File: config.mk
export PLATFORM = sky130hd
export DESIGN_NAME = dual_sensor_throttle_position_top
export DESIGN_NICKNAME = d
export VERILOG_FILES = /design/src/hw/rtl/dstp_pkg.sv /design/src/hw/rtl/dstp_front.sv /design/src/hw/rtl/dstp_queue.sv /design/src/hw/rtl/dstp_back.sv /design/src/hw/rtl/dual_sensor_throttle_position_top.sv
export SDC_FILE = /design/constraint.sdc
export NUM_CORES = 1
export LEC_CHECK = 0
export ABC_AREA = 1
export BUFFER_PORTS_ARGS = -buffer_cell sky130_fd_sc_hd__buf_2
export CAP_MARGIN = 20
export CORE_MARGIN = 8
export CORE_UTILIZATION = 50
export DETAILED_ROUTE_END_ITERATION = 16
export PLACE_DENSITY = 0.76
export SETUP_SLACK_MARGIN = 0.4
export SYNTH_ARGS = -nofsm -noshare
export SYNTH_HDL_FRONTEND = slang
export SYNTH_SLANG_ARGS = --single-unit
File: constraint.sdc
create_clock -name i_clk -period 9.4 [get_ports i_clk]
set_input_delay 0.47 -clock i_clk [delete_from_list [all_inputs] [get_ports i_clk]]
set_output_delay 0.47 -clock i_clk [all_outputs]
set_load 0.005 [all_outputs]
File: src/hw/rtl/dstp_pkg.sv
// shared types and constants for the dual sensor throttle position block
`default_nettype none

package dstp_pkg;

    localparam int unsigned SAMPLE_W = 10;
    localparam int unsigned SPAN_A_W = 7;
    localparam int unsigned SPAN_B_W = 8;
    localparam int unsigned SHARE_W  = 8;
    localparam int unsigned CFG_IDX_W = 3;
    localparam int unsigned PROD_W   = 18;

    // register index codes
    localparam logic [CFG_IDX_W-1:0] CFG_LOW_A  = 3'd0;
    localparam logic [CFG_IDX_W-1:0] CFG_HIGH_A = 3'd1;
    localparam logic [CFG_IDX_W-1:0] CFG_LOW_B  = 3'd2;
    localparam logic [CFG_IDX_W-1:0] CFG_HIGH_B = 3'd3;
    localparam logic [CFG_IDX_W-1:0] CFG_SPAN_A = 3'd4;
    localparam logic [CFG_IDX_W-1:0] CFG_SPAN_B = 3'd5;

    // reset values
    localparam logic [SAMPLE_W-1:0] RST_LOW_A  = 10'd0;
    localparam logic [SAMPLE_W-1:0] RST_HIGH_A = 10'd1013;
    localparam logic [SAMPLE_W-1:0] RST_LOW_B  = 10'd148;
    localparam logic [SAMPLE_W-1:0] RST_HIGH_B = 10'd864;
    localparam logic [SPAN_A_W-1:0] RST_SPAN_A = 7'd127;
    localparam logic [SPAN_B_W-1:0] RST_SPAN_B = 8'd128;

    localparam logic [SHARE_W-1:0] FULL_SCALE = 8'd255;

    typedef struct packed {
        logic [SAMPLE_W-1:0] low_a;
        logic [SAMPLE_W-1:0] high_a;
        logic [SAMPLE_W-1:0] low_b;
        logic [SAMPLE_W-1:0] high_b;
        logic [SPAN_A_W-1:0] span_a;
        logic [SPAN_B_W-1:0] span_b;
    } t_cfg;

    // one classified item handed from front to back
    typedef struct packed {
        logic                kept;
        logic                mux_sel;
        logic [SAMPLE_W-1:0] stored_a;
        logic [SAMPLE_W-1:0] stored_b;
        logic [SAMPLE_W-1:0] reg_lim;
    } t_entry;

    typedef struct packed {
        logic                kept;
        logic                mux_sel;
        logic [SAMPLE_W-1:0] reading_a;
        logic [SAMPLE_W-1:0] reading_b;
        logic [SHARE_W-1:0]  position;
    } t_result;

endpackage

`default_nettype wire

File: src/hw/rtl/dstp_front.sv
// front end: phase tracking, clamping and storage of sensor readings
`default_nettype none

module dstp_front (
    input  wire logic                          i_clk,
    input  wire logic                          i_rst_n,
    input  wire logic                          i_in_valid,
    input  wire logic                          i_full,
    input  wire logic [dstp_pkg::SAMPLE_W-1:0] i_adc_sample,
    input  wire logic [dstp_pkg::SAMPLE_W-1:0] i_regulator_position,
    input  wire dstp_pkg::t_cfg                i_cfg,
    output logic                               o_in_ready,
    output logic                               o_push,
    output dstp_pkg::t_entry                   o_entry
);
    import dstp_pkg::*;

    localparam logic [1:0] PH_KEEP_B = 2'd0;
    localparam logic [1:0] PH_KEEP_A = 2'd2;

    function automatic logic [SAMPLE_W-1:0] clamp_win(
        input logic [SAMPLE_W-1:0] v,
        input logic [SAMPLE_W-1:0] lo,
        input logic [SAMPLE_W-1:0] hi
    );
        logic [SAMPLE_W-1:0] t;
        t = (v < lo) ? lo : v;
        return (t > hi) ? hi : t;
    endfunction

    logic [1:0]          r_phase;
    logic [SAMPLE_W-1:0] r_stored_a;
    logic [SAMPLE_W-1:0] r_stored_b;
    logic                r_channel;
    logic [SAMPLE_W-1:0] n_stored_a;
    logic [SAMPLE_W-1:0] n_stored_b;
    logic                n_channel;

    assign o_in_ready = !i_full;
    assign o_push     = i_in_valid && !i_full;

    always_comb begin
        n_stored_a = r_stored_a;
        n_stored_b = r_stored_b;
        n_channel  = r_channel;
        unique case (r_phase)
            PH_KEEP_B: begin
                n_stored_b = clamp_win(i_adc_sample, i_cfg.low_b, i_cfg.high_b);
                n_channel  = 1'b0;
            end
            PH_KEEP_A: begin
                n_stored_a = clamp_win(i_adc_sample, i_cfg.low_a, i_cfg.high_a);
                n_channel  = 1'b1;
            end
            default: begin
                // conversion right after a channel switch is thrown away
            end
        endcase
    end

    always_comb begin
        o_entry.kept     = !r_phase[0];
        o_entry.mux_sel  = n_channel;
        o_entry.stored_a = n_stored_a;
        o_entry.stored_b = n_stored_b;
        o_entry.reg_lim  = (i_regulator_position > n_stored_a) ? n_stored_a
                                                               : i_regulator_position;
    end

    always_ff @(posedge i_clk) begin
        if (!i_rst_n) begin
            r_phase    <= '0;
            r_stored_a <= '0;
            r_stored_b <= RST_LOW_B;
            r_channel  <= 1'b0;
        end else if (o_push) begin
            r_phase    <= r_phase + 2'd1;
            r_stored_a <= n_stored_a;
            r_stored_b <= n_stored_b;
            r_channel  <= n_channel;
        end
    end

endmodule

`default_nettype wire

File: src/hw/rtl/dstp_queue.sv
// small fifo between front and back
`default_nettype none

module dstp_queue #(
    parameter int unsigned DEPTH = 2
) (
    input  wire logic             i_clk,
    input  wire logic             i_rst_n,
    input  wire logic             i_push,
    input  wire dstp_pkg::t_entry i_entry,
    input  wire logic             i_pop,
    output logic                  o_full,
    output logic                  o_empty,
    output dstp_pkg::t_entry      o_head
);
    import dstp_pkg::*;

    localparam int unsigned PW = (DEPTH > 1) ? $clog2(DEPTH) : 1;
    localparam int unsigned CW = $clog2(DEPTH + 1);

    t_entry        r_slot [DEPTH];
    logic [PW-1:0] r_wr_ptr;
    logic [PW-1:0] r_rd_ptr;
    logic [CW-1:0] r_count;

    assign o_full  = (r_count == CW'(DEPTH));
    assign o_empty = (r_count == '0);
    assign o_head  = r_slot[r_rd_ptr];

    always_ff @(posedge i_clk) begin
        if (i_push) begin
            r_slot[r_wr_ptr] <= i_entry;
        end
    end

    always_ff @(posedge i_clk) begin
        if (!i_rst_n) begin
            r_wr_ptr <= '0;
            r_rd_ptr <= '0;
            r_count  <= '0;
        end else begin
            if (i_push) begin
                r_wr_ptr <= (r_wr_ptr == PW'(DEPTH - 1)) ? '0 : r_wr_ptr + PW'(1);
            end
            if (i_pop) begin
                r_rd_ptr <= (r_rd_ptr == PW'(DEPTH - 1)) ? '0 : r_rd_ptr + PW'(1);
            end
            unique case ({i_push, i_pop})
                2'b10:   r_count <= r_count + CW'(1);
                2'b01:   r_count <= r_count - CW'(1);
                default: r_count <= r_count;
            endcase
        end
    end

endmodule

`default_nettype wire

File: src/hw/rtl/dstp_back.sv
// back end: share computation and rescale on one shared radix-4 divider
`default_nettype none

module dstp_back (
    input  wire logic             i_clk,
    input  wire logic             i_rst_n,
    input  wire logic             i_empty,
    input  wire dstp_pkg::t_entry i_head,
    input  wire dstp_pkg::t_cfg   i_cfg,
    input  wire logic             i_out_ready,
    output logic                  o_pop,
    output logic                  o_out_valid,
    output dstp_pkg::t_result     o_result
);
    import dstp_pkg::*;

    localparam logic [1:0] ST_IDLE  = 2'd0;
    localparam logic [1:0] ST_SETUP = 2'd1;
    localparam logic [1:0] ST_DIV   = 2'd2;
    localparam logic [1:0] ST_DONE  = 2'd3;

    localparam logic [1:0] OP_SA  = 2'd0;
    localparam logic [1:0] OP_SB  = 2'd1;
    localparam logic [1:0] OP_RP  = 2'd2;
    localparam logic [1:0] OP_POS = 2'd3;

    localparam logic [1:0] LAST_STEP = 2'd3;

    logic [1:0]          r_state;
    logic [1:0]          r_op;
    logic [1:0]          r_step;
    logic                r_out_valid;

    logic [PROD_W-1:0]   r_rem;
    logic [SAMPLE_W-1:0] r_div;
    logic [SHARE_W-1:0]  r_quo;
    logic                r_sat;
    logic [SHARE_W-1:0]  r_sa;
    logic [SHARE_W-1:0]  r_sb;
    logic [SHARE_W-1:0]  r_rp;
    t_result             r_out;

    // share setup operands
    logic [SAMPLE_W-1:0] s_val;
    logic [SAMPLE_W-1:0] s_lo;
    logic [SAMPLE_W-1:0] s_hi;
    logic [SPAN_B_W-1:0] s_span;
    logic [SAMPLE_W-1:0] s_den;
    logic [SAMPLE_W-1:0] s_dif;
    logic [SAMPLE_W-1:0] s_d;
    logic                s_degen;
    logic [PROD_W-1:0]   s_prod;

    // rescale setup operands
    logic [SHARE_W:0]    p_sum;
    logic [SHARE_W:0]    p_num;
    logic [PROD_W-1:0]   p_prod;
    logic [SHARE_W-1:0]  p_den;
    logic                p_sat;

    // divider step
    logic [2:0]          hi_idx;
    logic [2:0]          lo_idx;
    logic [PROD_W-1:0]   d_hi;
    logic [PROD_W-1:0]   d_lo;
    logic                ge_hi;
    logic                ge_lo;
    logic [PROD_W-1:0]   rem_mid;
    logic [PROD_W-1:0]   n_rem;
    logic [SHARE_W-1:0]  n_quo;

    logic                out_free;

    always_comb begin
        unique case (r_op)
            OP_SA: begin
                s_val  = i_head.stored_a;
                s_lo   = i_cfg.low_a;
                s_hi   = i_cfg.high_a;
                s_span = {1'b0, i_cfg.span_a};
            end
            OP_SB: begin
                s_val  = i_head.stored_b;
                s_lo   = i_cfg.low_b;
                s_hi   = i_cfg.high_b;
                s_span = i_cfg.span_b;
            end
            OP_RP, OP_POS: begin
                s_val  = i_head.reg_lim;
                s_lo   = i_cfg.low_a;
                s_hi   = i_cfg.high_a;
                s_span = {1'b0, i_cfg.span_a};
            end
        endcase
    end

    assign s_degen = (s_hi <= s_lo);
    assign s_den   = s_hi - s_lo;
    assign s_dif   = (s_val > s_lo) ? (s_val - s_lo) : '0;
    assign s_d     = (s_dif > s_den) ? s_den : s_dif;
    assign s_prod  = {8'b0, s_d} * {10'b0, s_span};

    assign p_sum  = {1'b0, r_sa} + {1'b0, r_sb};
    assign p_num  = (p_sum > {1'b0, r_rp}) ? (p_sum - {1'b0, r_rp}) : '0;
    // num * 255 as num * 256 - num
    assign p_prod = {1'b0, p_num, 8'b0} - {9'b0, p_num};
    assign p_den  = FULL_SCALE - r_rp;
    assign p_sat  = (p_prod >= {2'b0, p_den, 8'b0});

    // two quotient bits per cycle, high to low
    assign hi_idx  = {~r_step, 1'b1};
    assign lo_idx  = {~r_step, 1'b0};
    assign d_hi    = {8'b0, r_div} << hi_idx;
    assign ge_hi   = (r_rem >= d_hi);
    assign rem_mid = ge_hi ? (r_rem - d_hi) : r_rem;
    assign d_lo    = {8'b0, r_div} << lo_idx;
    assign ge_lo   = (rem_mid >= d_lo);
    assign n_rem   = ge_lo ? (rem_mid - d_lo) : rem_mid;
    assign n_quo   = {r_quo[SHARE_W-3:0], ge_hi, ge_lo};

    assign out_free    = !r_out_valid || i_out_ready;
    assign o_pop       = (r_state == ST_DONE) && out_free;
    assign o_out_valid = r_out_valid;
    assign o_result    = r_out;

    always_ff @(posedge i_clk) begin
        if (!i_rst_n) begin
            r_state     <= ST_IDLE;
            r_op        <= OP_SA;
            r_step      <= '0;
            r_out_valid <= 1'b0;
        end else begin
            unique case (r_state)
                ST_IDLE: begin
                    if (!i_empty) begin
                        r_state <= ST_SETUP;
                        r_op    <= OP_SA;
                    end
                end
                ST_SETUP: begin
                    r_state <= ST_DIV;
                    r_step  <= '0;
                end
                ST_DIV: begin
                    r_step <= r_step + 2'd1;
                    if (r_step == LAST_STEP) begin
                        if (r_op == OP_POS) begin
                            r_state <= ST_DONE;
                        end else begin
                            r_op    <= r_op + 2'd1;
                            r_state <= ST_SETUP;
                        end
                    end
                end
                ST_DONE: begin
                    if (out_free) begin
                        r_state <= ST_IDLE;
                    end
                end
            endcase

            if (o_pop) begin
                r_out_valid <= 1'b1;
            end else if (i_out_ready) begin
                r_out_valid <= 1'b0;
            end
        end
    end

    always_ff @(posedge i_clk) begin
        unique case (r_state)
            ST_SETUP: begin
                r_quo <= '0;
                if (r_op == OP_POS) begin
                    r_rem <= p_prod;
                    r_div <= {2'b0, p_den};
                    r_sat <= p_sat;
                end else begin
                    r_rem <= s_degen ? '0 : s_prod;
                    r_div <= s_degen ? SAMPLE_W'(1) : s_den;
                    r_sat <= 1'b0;
                end
            end
            ST_DIV: begin
                r_rem <= n_rem;
                // saturated position replaces the last quotient
                r_quo <= (r_step == LAST_STEP && r_op == OP_POS && r_sat) ? FULL_SCALE
                                                                          : n_quo;
                if (r_step == LAST_STEP) begin
                    unique case (r_op)
                        OP_SA:  r_sa <= n_quo;
                        OP_SB:  r_sb <= n_quo;
                        OP_RP:  r_rp <= n_quo;
                        OP_POS: begin
                            // position stays in the quotient register
                        end
                    endcase
                end
            end
            ST_DONE: begin
                if (out_free) begin
                    r_out.kept      <= i_head.kept;
                    r_out.mux_sel   <= i_head.mux_sel;
                    r_out.reading_a <= i_head.stored_a;
                    r_out.reading_b <= i_head.stored_b;
                    r_out.position  <= r_quo;
                end
            end
            default: begin
            end
        endcase
    end

endmodule

`default_nettype wire

File: src/hw/rtl/dual_sensor_throttle_position_top.sv
// top level of the dual sensor throttle position block
// the back end takes one item at a time: idle, then setup and divide steps for each of four divisions, then done
// the front end keeps accepting until the queue is full, so input transfers can burst
// reset: synchronous active low; config registers return to their defaults,
// stored readings to zero and the second sensor's default low bound, queue empties
`default_nettype none

module dual_sensor_throttle_position_top #(
    parameter int unsigned QUEUE_DEPTH = 2
) (
    input  wire logic                             i_clk,
    input  wire logic                             i_rst_n,
    // input channel
    input  wire logic                             i_in_valid,
    output logic                                  o_in_ready,
    input  wire logic [dstp_pkg::SAMPLE_W-1:0]    i_adc_sample,
    input  wire logic [dstp_pkg::SAMPLE_W-1:0]    i_regulator_position,
    // output channel
    output logic                                  o_out_valid,
    input  wire logic                             i_out_ready,
    output logic                                  o_sample_kept,
    output logic                                  o_mux_select,
    output logic [dstp_pkg::SAMPLE_W-1:0]         o_reading_a,
    output logic [dstp_pkg::SAMPLE_W-1:0]         o_reading_b,
    output logic [dstp_pkg::SHARE_W-1:0]          o_throttle_position,
    // configuration writes
    input  wire logic                             i_cfg_wr_en,
    input  wire logic [dstp_pkg::CFG_IDX_W-1:0]   i_cfg_index,
    input  wire logic [dstp_pkg::SAMPLE_W-1:0]    i_cfg_data
);
    import dstp_pkg::*;

    t_cfg    r_cfg;
    t_entry  front_entry;
    t_entry  head_entry;
    t_result back_result;
    logic    push;
    logic    pop;
    logic    q_full;
    logic    q_empty;

    // config registers; the user must write them only while the block is idle, the block itself does not enforce it
    always_ff @(posedge i_clk) begin
        if (!i_rst_n) begin
            r_cfg.low_a  <= RST_LOW_A;
            r_cfg.high_a <= RST_HIGH_A;
            r_cfg.low_b  <= RST_LOW_B;
            r_cfg.high_b <= RST_HIGH_B;
            r_cfg.span_a <= RST_SPAN_A;
            r_cfg.span_b <= RST_SPAN_B;
        end else if (i_cfg_wr_en) begin
            unique case (i_cfg_index)
                CFG_LOW_A:  r_cfg.low_a  <= i_cfg_data;
                CFG_HIGH_A: r_cfg.high_a <= i_cfg_data;
                CFG_LOW_B:  r_cfg.low_b  <= i_cfg_data;
                CFG_HIGH_B: r_cfg.high_b <= i_cfg_data;
                CFG_SPAN_A: r_cfg.span_a <= i_cfg_data[SPAN_A_W-1:0];
                CFG_SPAN_B: r_cfg.span_b <= i_cfg_data[SPAN_B_W-1:0];
                default: begin
                    // unused index, write dropped
                end
            endcase
        end
    end

    // front: phase counter, clamp and sensor storage, one item per transfer
    dstp_front u_front (
        .i_clk                (i_clk),
        .i_rst_n              (i_rst_n),
        .i_in_valid           (i_in_valid),
        .i_full               (q_full),
        .i_adc_sample         (i_adc_sample),
        .i_regulator_position (i_regulator_position),
        .i_cfg                (r_cfg),
        .o_in_ready           (o_in_ready),
        .o_push               (push),
        .o_entry              (front_entry)
    );

    // decouples front from the multi-cycle back end
    dstp_queue #(
        .DEPTH (QUEUE_DEPTH)
    ) u_queue (
        .i_clk   (i_clk),
        .i_rst_n (i_rst_n),
        .i_push  (push),
        .i_entry (front_entry),
        .i_pop   (pop),
        .o_full  (q_full),
        .o_empty (q_empty),
        .o_head  (head_entry)
    );

    // back: three interpolated shares and the rescale, then the output register
    dstp_back u_back (
        .i_clk       (i_clk),
        .i_rst_n     (i_rst_n),
        .i_empty     (q_empty),
        .i_head      (head_entry),
        .i_cfg       (r_cfg),
        .i_out_ready (i_out_ready),
        .o_pop       (pop),
        .o_out_valid (o_out_valid),
        .o_result    (back_result)
    );

    assign o_sample_kept       = back_result.kept;
    assign o_mux_select        = back_result.mux_sel;
    assign o_reading_a         = back_result.reading_a;
    assign o_reading_b         = back_result.reading_b;
    assign o_throttle_position = back_result.position;

endmodule

`default_nettype wire

# After elaboration in Yosys (flattened, before gate mapping)
# Memories as Yosys holds them, arrays and structs flattened. A register that Yosys moved wholly into a read port is not among the register bits.
# Index checks and enable logic that the tools add are counted.
[op_classes]
n_bitwise = 1
add_sub_neg = 15
magnitude_cmp = 12
n_reduce_logical = 32
mux = 43
shifts = 2
multipliers = 1
n_eq_ne = 20
[op_table]
columns = ["cell", "n"]
rows = [
  ["two-way mux 10 bit", 9],
  ["two-way mux 18 bit", 4],
  ["> comparator 10 bit", 5],
  ["case mux 10 bit (2 select lines)", 2],
  ["greater-or-equal comparator 18 bit", 2],
  ["case mux 18 bit (2 select lines)", 1],
  ["<< shifter 10 x 3 -> 18 bit", 2],
  ["subtractor 18 bit", 2],
  ["case mux 8 bit (2 select lines)", 2],
  ["case mux 10 bit (3 select lines)", 1],
  ["two-way mux 8 bit", 3],
  ["less-than comparator 10 bit", 2],
  ["subtractor 10 bit", 2],
  ["greater-or-equal comparator 18 x 16 -> 1 bit", 1],
  ["multiplier 10 x 8 -> 18 bit", 1],
  ["subtractor 17 x 9 -> 18 bit", 1],
  ["== test 2 bit, second input constant", 8],
  ["two-way mux 2 bit", 7],
  ["AND reduction 2 bit", 7],
  ["case mux 2 bit (2 select lines)", 3],
  ["AND reduction 3 bit", 4],
  ["<= comparator 10 bit", 1],
  ["adder 8 x 8 -> 9 bit", 1],
  ["> comparator 9 x 8 -> 1 bit", 1],
  ["25 further kinds", 54],
]
[word_totals]
ff_bits = 180
mem_bits_rw = 64
memories = 1
out_inout_bits = 32
[memory_table]
columns = ["memory", "depth", "width", "read_ports", "rd_ports_with_merged_regs", "write_ports", "line", "source"]
rows = [
  ["u_queue.r_slot", 2, 32, 1, 1, 1, "dstp_queue.sv:21", "t_entry r_slot [DEPTH];"],
]

# Longest topological paths before layout
[depth]
word_depth = 11
mapped_depth = 56

# Hierarchy
# Synthesis repeated with hierarchy kept, for this count alone.
[unflattened]
cells_unflattened = 2596
area_unflattened_um2 = 20236.9
[modules_own_cells]
columns = ["mod", "cells_per_inst", "area_each_um2", "seq_area_each_um2", "n_inst"]
rows = [
  ["dstp_back", 1594, 11989.0, 2872.8, 1],
  ["dstp_front", 570, 3440.8, 460.4, 1],
  ["dstp_queue", 135, 2692.6, 2021.9, 1],
  ["dual_sensor_throttle_position_top", 297, 2114.5, 1101.1, 1],
]

# Worst setup path before layout
# No wires, ideal clock.
[synth_timing]
kind = "register -> register"
startpoint = "reg u_back.r_op[1]"
endpoint = "reg u_back.r_rem[15], data pin"
stages_incl_launch_ff = 53
t_required_ns = 9.143
synth_period_minus_slack_ns = 8.516
path_slack_ns = 0.884
setup_ns = 0.257
arrival_ns = 8.259
cell_sequence = "dfxtp_1 inv_1 ha_1 clkbuf_1 clkbuf_1 clkbuf_1 nand2_1 o21ai_0 ha_1 inv_1 fa_1 a21oi_1 nor3_1 nor3_2 nor2_1 o21ai_1 nand2_1 nand2_2 (+17 left out) fa_1 inv_1 fa_1 inv_1 ha_1 inv_1 nor3_1 nand2_1 nand3b_1 nand2_1 nand3_1 o21ai_0 o21ai_0 nand2_1 nand3_1 nand2_1 nand2_1 nand2_1"
[synth_between]
elab_chain_len = 11
[synth_lines]
columns = ["item", "line", "source"]
rows = [
  ["from (decl)", "dstp_back.sv:30", "logic [1:0] r_op;"],
  ["from (signal assigned)", "dstp_back.sv:150", "r_op <= r_op + 2'd1;"],
  ["== test 2 bit (tied with other cells)", "dstp_back.sv:75", "unique case (r_op)"],
  ["OR reduction 3 bit (no line) / OR reduction 2 bit (equally long branches)", "--", ""],
  ["case mux 10 bit (2 select lines) / case mux 10 bit (3 select lines) (equally long branches)", "dstp_back.sv:75", ""],
  ["subtractor 10 bit / > comparator 10 bit (equally long branches)", "dstp_back.sv:99", "assign s_dif = (s_val > s_lo) ? (s_val - s_lo) : '0;"],
  ["two-way mux 10 bit", "dstp_back.sv:99", ""],
  ["> comparator 10 bit", "dstp_back.sv:100", "assign s_d = (s_dif > s_den) ? s_den : s_dif;"],
  ["two-way mux 10 bit", "dstp_back.sv:100", ""],
  ["multiplier 10 x 8 -> 18 bit", "dstp_back.sv:101", "assign s_prod = {8'b0, s_d} * {10'b0, s_span};"],
  ["two-way mux 18 bit", "dstp_back.sv:179", "r_rem <= s_degen ? '0 : s_prod;"],
  ["two-way mux 18 bit (*)", "dstp_back.sv:174", "if (r_op == OP_POS) begin"],
  ["case mux 18 bit (2 select lines) (*)", "dstp_back.sv:171", "unique case (r_state)"],
  ["to (signal assigned)", "dstp_back.sv:175", "r_rem <= p_prod;"],
  ["to (signal assigned)", "dstp_back.sv:179", ""],
  ["to (signal assigned)", "dstp_back.sv:185", "r_rem <= n_rem;"],
  ["to (decl)", "dstp_back.sv:34", "logic [PROD_W-1:0] r_rem;"],
]
# Every way passes the cells marked *; elsewhere a longest branch is shown, timed or not.
# A chain may end at the register's enable or synchronous reset.

# Worst setup path in the final report
[layout_timing]
startpoint = "reg u_back.r_op[1]"
endpoint = "reg u_back.r_rem[16], data pin"
# Same word-level chain as after synthesis.

==> flow_results.org <==
** Outcome
- Outcome :: complete, no violations

** Routing
- After detailed routing, the total wire length is 53.6 mm.
- Vias post-DR :: 16.9k
- DRC Markers :: 0
- The count of nets left with antenna violations once routing finished came out at 0.
- Starting DRC count in detailed routing :: 1656
- Length of the first detailed-routing pass in iterations :: 6
- In the routed layout, each cell is associated on average with a via count of 5.56.
- Routed length per instance :: 17.6 um

** Floorplanning
- Die outline area :: 0.0444 mm2
- Core Area :: 0.0375 mm2
- Once the floorplan was initialized, standard cells occupied 50.5% of the core.
- In this run the core area contains 71 standard-cell rows.
- The die is 211 um wide.
- For this design the top-level I/O count stands at 70.
- The floorplan step set the die height to 211 um.

** Global route
- Global routing finished with a remaining overflow of 0.
- Global-route wire length before repair :: 83.7 mm
- Vias in the first global route :: 16.2k
- Largest net degree at the start of global routing :: 72
- Number of antenna violations at the first check in global routing :: 0
- In the global route stage, overall resource usage came out at 23.2%.

** CTS
- Cell at the root of the clock tree :: sky130_fd_sc_hd__clkbuf_16
- TritonCTS built the clock tree.
- After clock tree synthesis, the clock-pin slew on the worst setup and hold paths is 70 ps.
- The longest clock path from root to sink contains 3 buffers.
- Clock Sink Count :: 245
- Hold buffer count at cts :: 0
- Clock latency of the later-clocked register in the worst-skew pair :: 560 ps
- Total CTS buffers :: 26
- In this run the number of H-tree levels came out at 1.

** Synthesis
- Synth area leader :: sky130_fd_sc_hd__edfxtp_1
- Synthesis inferred 245 register bits.
- The mapped netlist covers 0.0189 mm2.
- Summing the areas of all compound-gate instances in the mapped netlist gives 16.0% of the synthesized area.
- The synthesized design devotes to its leading area cell type 24.6% of total area.
- By area, the combinational part of the netlist is dominated by simple AND/OR/NAND/NOR gates.
- The synthesized netlist devotes 2.73% of its cell area to XOR and XNOR gates.
- Ranked by total cell area, the synthesized netlist is headed by sky130_fd_sc_hd__edfxtp_1 25%, sky130_fd_sc_hd__ha_1 13%, sky130_fd_sc_hd__nand2_1 11%, sky130_fd_sc_hd__dfxtp_1 9.5%, sky130_fd_sc_hd__inv_1 6.6%.
- Sequential cells were found to cover 34.1% of the synthesized design area.
- After synthesis, the share of flip-flops with an asynchronous set or reset is 0%.
- Mux share of post-synthesis cell area :: 0.106%
- Counting every instance in the synthesized netlist gives 2436.
- Synth warn :: 0
- For this run, the leading register cell type out of synthesis is sky130_fd_sc_hd__edfxtp_1.
- The number of nets handed over by synthesis was 2717.
- Post-synthesis adder-cell area fraction :: 18.2%
- EDFF count, synth :: 155
- Synthesis instantiated 58 different standard cells from the library.
- Basic-gate share of the synthesized area counting and, or, nand and nor cells :: 20.4%
- Synthesized area divided by synthesized cell count :: 7.78 um2

** Timing
- Final Cycle Share :: 92.5%
- Static timing analysis puts the maximum clock frequency at 115 MHz.
- Number of pins with negative max-slew slack in the final report :: 0
- For the pin with the worst max-slew slack, the measured transition is 1010 ps.
- The worst path in the final design needs a cycle of 8700 ps, including I/O delays and setup.
- Clock skew on the completed layout was measured at 16.9 ps.
- The number of hold violations in the final report came to 0.
- Setup repair after global routing left no endpoint under its margin.
- Measured against its own limit, the worst slew margin works out to 32.6%.
- Final-layout setup total negative slack :: 0 ps
- Setup violations remaining at the end of the flow were counted as 0.

** Worst setup path
- Along the worst path, the maximum fanout reaches 12.
- Count of cells along the worst register-to-register path :: 46
- Critical path required time :: 9700 ps
- End of the worst register-to-register path :: u_back.r_rem[16]
- Crit-path max cell delay :: 540 ps
- Slowest stage cell on the critical path :: sky130_fd_sc_hd__fa_1
- The worst setup path is launched from a flop.
- Crit end category :: flop
- For flop-to-flop paths, the worst setup slack is 700 ps.
- For the worst setup path, the data arrival time is 9000 ps.
- R2r startpoint :: u_back.r_op[1]
- The critical path is of the flop to flop type.

** Final layout
- Layout Nets :: 2790
- Number of fill cells :: 3423
- Diode insertion count for antenna repair :: 0
- From synthesis to final layout, the design area changed by 11.1%.
- The top cell types in the final layout, fill and taps aside, are 529 x sky130_fd_sc_hd__nand2_1, 328 x sky130_fd_sc_hd__inv_1, 238 x sky130_fd_sc_hd__o21ai_0.
- The post-route netlist has 10.0% of its cells at a drive strength greater than 1.
- Most common library cell in the layout ignoring fill and taps :: sky130_fd_sc_hd__nand2_1

** Hold path
- The startpoint identified for the worst hold timing path is i_cfg_data[8].
- Hold path depth :: 3
- Class of the tightest hold or removal check :: input port to flop
- Worst hold endpoint :: r_cfg[23]

** Place
- During placement, the flow inserted port buffers numbering 69.
- The congestion estimate from routability-driven global placement came to 1.00.
- Summed over all nets, the half-perimeter wirelength after detailed placement is 41.3 mm.

** Flow run
- Across the run, the number of max-cap violations was 0.
-- worst max-delay path by stage --
stage / startpoint / end / slack [ps] / cells past startpoint
5_1_grt: u_back.r_op[1] / u_back.r_rem[16] / 220 / 44
3_5_place_dp: u_back.r_op[0] / u_back.r_rem[15] / 70 / 47
2_1_floorplan: u_back.r_op[1] / u_back.r_rem[15] / 880 / 52
6_report: u_back.r_op[1] / u_back.r_rem[16] / 700 / 46
3_3_place_gp: u_back.r_op[0] / u_back.r_rem[15] / 300 / 48
4_1_cts: u_back.r_op[0] / u_back.r_rem[15] / 430 / 52
-- critical path, delay by kind of cell (launching register included) --
family                   cells  cell delay, ps
AO/OA/AOI/OAI                9            1230
adder cells (fa/ha/maj)      8            3280
buffers and inverters       10            1350
flip-flops                   1             340
AND/OR/NAND/NOR             19            2190
-- repair_timing --
action                     in CTS  in global routing
pin swaps                       0                 18
gates cloned                    1                  3
buffers inserted                1                 18
setup endpoints to repair       7                 11
resized for setup               6                 52
-- per-stage QoR --
stage	std cells	hold slack, ps	setup WS (ps)	instance area [um2]	util, %
global placement	2967	413	301	19800	52.8
global route	3040	236	223	21000	56.1
CTS	3017	205	434	20700	55.3
finish	3040	223	702	21000	56.1
detailed placement	2967	405	73.3	19800	52.8
floorplan	2436	400	884	18900	-
-- cells in the mapped netlist (19+ instances only) --
cell / number
sky130_fd_sc_hd__a21oi_1: 176
sky130_fd_sc_hd__o21ai_1: 19
sky130_fd_sc_hd__xnor2_1: 31
sky130_fd_sc_hd__ha_1: 190
sky130_fd_sc_hd__clkbuf_1: 57
sky130_fd_sc_hd__nor2_1: 210
sky130_fd_sc_hd__inv_1: 334
sky130_fd_sc_hd__nand2_1: 536
sky130_fd_sc_hd__o21ai_0: 247
sky130_fd_sc_hd__fa_1: 53
sky130_fd_sc_hd__o211ai_1: 36
sky130_fd_sc_hd__edfxtp_1: 155
sky130_fd_sc_hd__xor2_1: 28
sky130_fd_sc_hd__nand3_1: 89
sky130_fd_sc_hd__dfxtp_1: 90
-- routing by layer --
metal  routed length (um)  GRT usage [%]
met2                24500           38.6
met5                    0              0
met3                 4020           2.70
met1                23100           31.0
met4                 2010           7.77
-- sequential cells by signal (all words and copies together), names as in the netlist, 8 cells and up, named ones only --
name and count:
u_back.r_div 10, u_back.r_sa 8, u_queue.r_slot 64, r_cfg 55
u_back.r_rp 8, u_front.r_stored_b 10, u_back.r_rem 18, u_back.o_result 30
u_front.r_stored_a 10, u_back.r_sb 8, u_back.r_quo 8
-- cell type report --
class / instances / area (um2) / share of cell area [%]
clock inverters: 16 / 160 / 0.761
well taps: 511 / 639 / 3.04
inverters: 351 / 1330 / 6.32
repair buffers: 110 / 657 / 3.12
multi-input cells: 1772 / 11100 / 52.5
flip-flops and latches: 245 / 6460 / 30.7
repair inverters: 3 / 17.5 / 0.0832
clock buffers: 32 / 724 / 3.44
-- kinds of logic (layout without fill, tap and decap cells) --
| group | count (synthesis) | count (layout) |
|---|---|---|
| mux | 2 | 2 |
| buf+inv | 420 | 512 |
| xor+xnor | 59 | 59 |
| fa+ha+maj | 243 | 243 |
| simple gates | 919 | 920 |
| compound gates | 548 | 548 |
| flops | 245 | 245 |
Power is not shown: default switching activity piles up to over one toggle a cycle in this logic, so the estimate is an artifact.
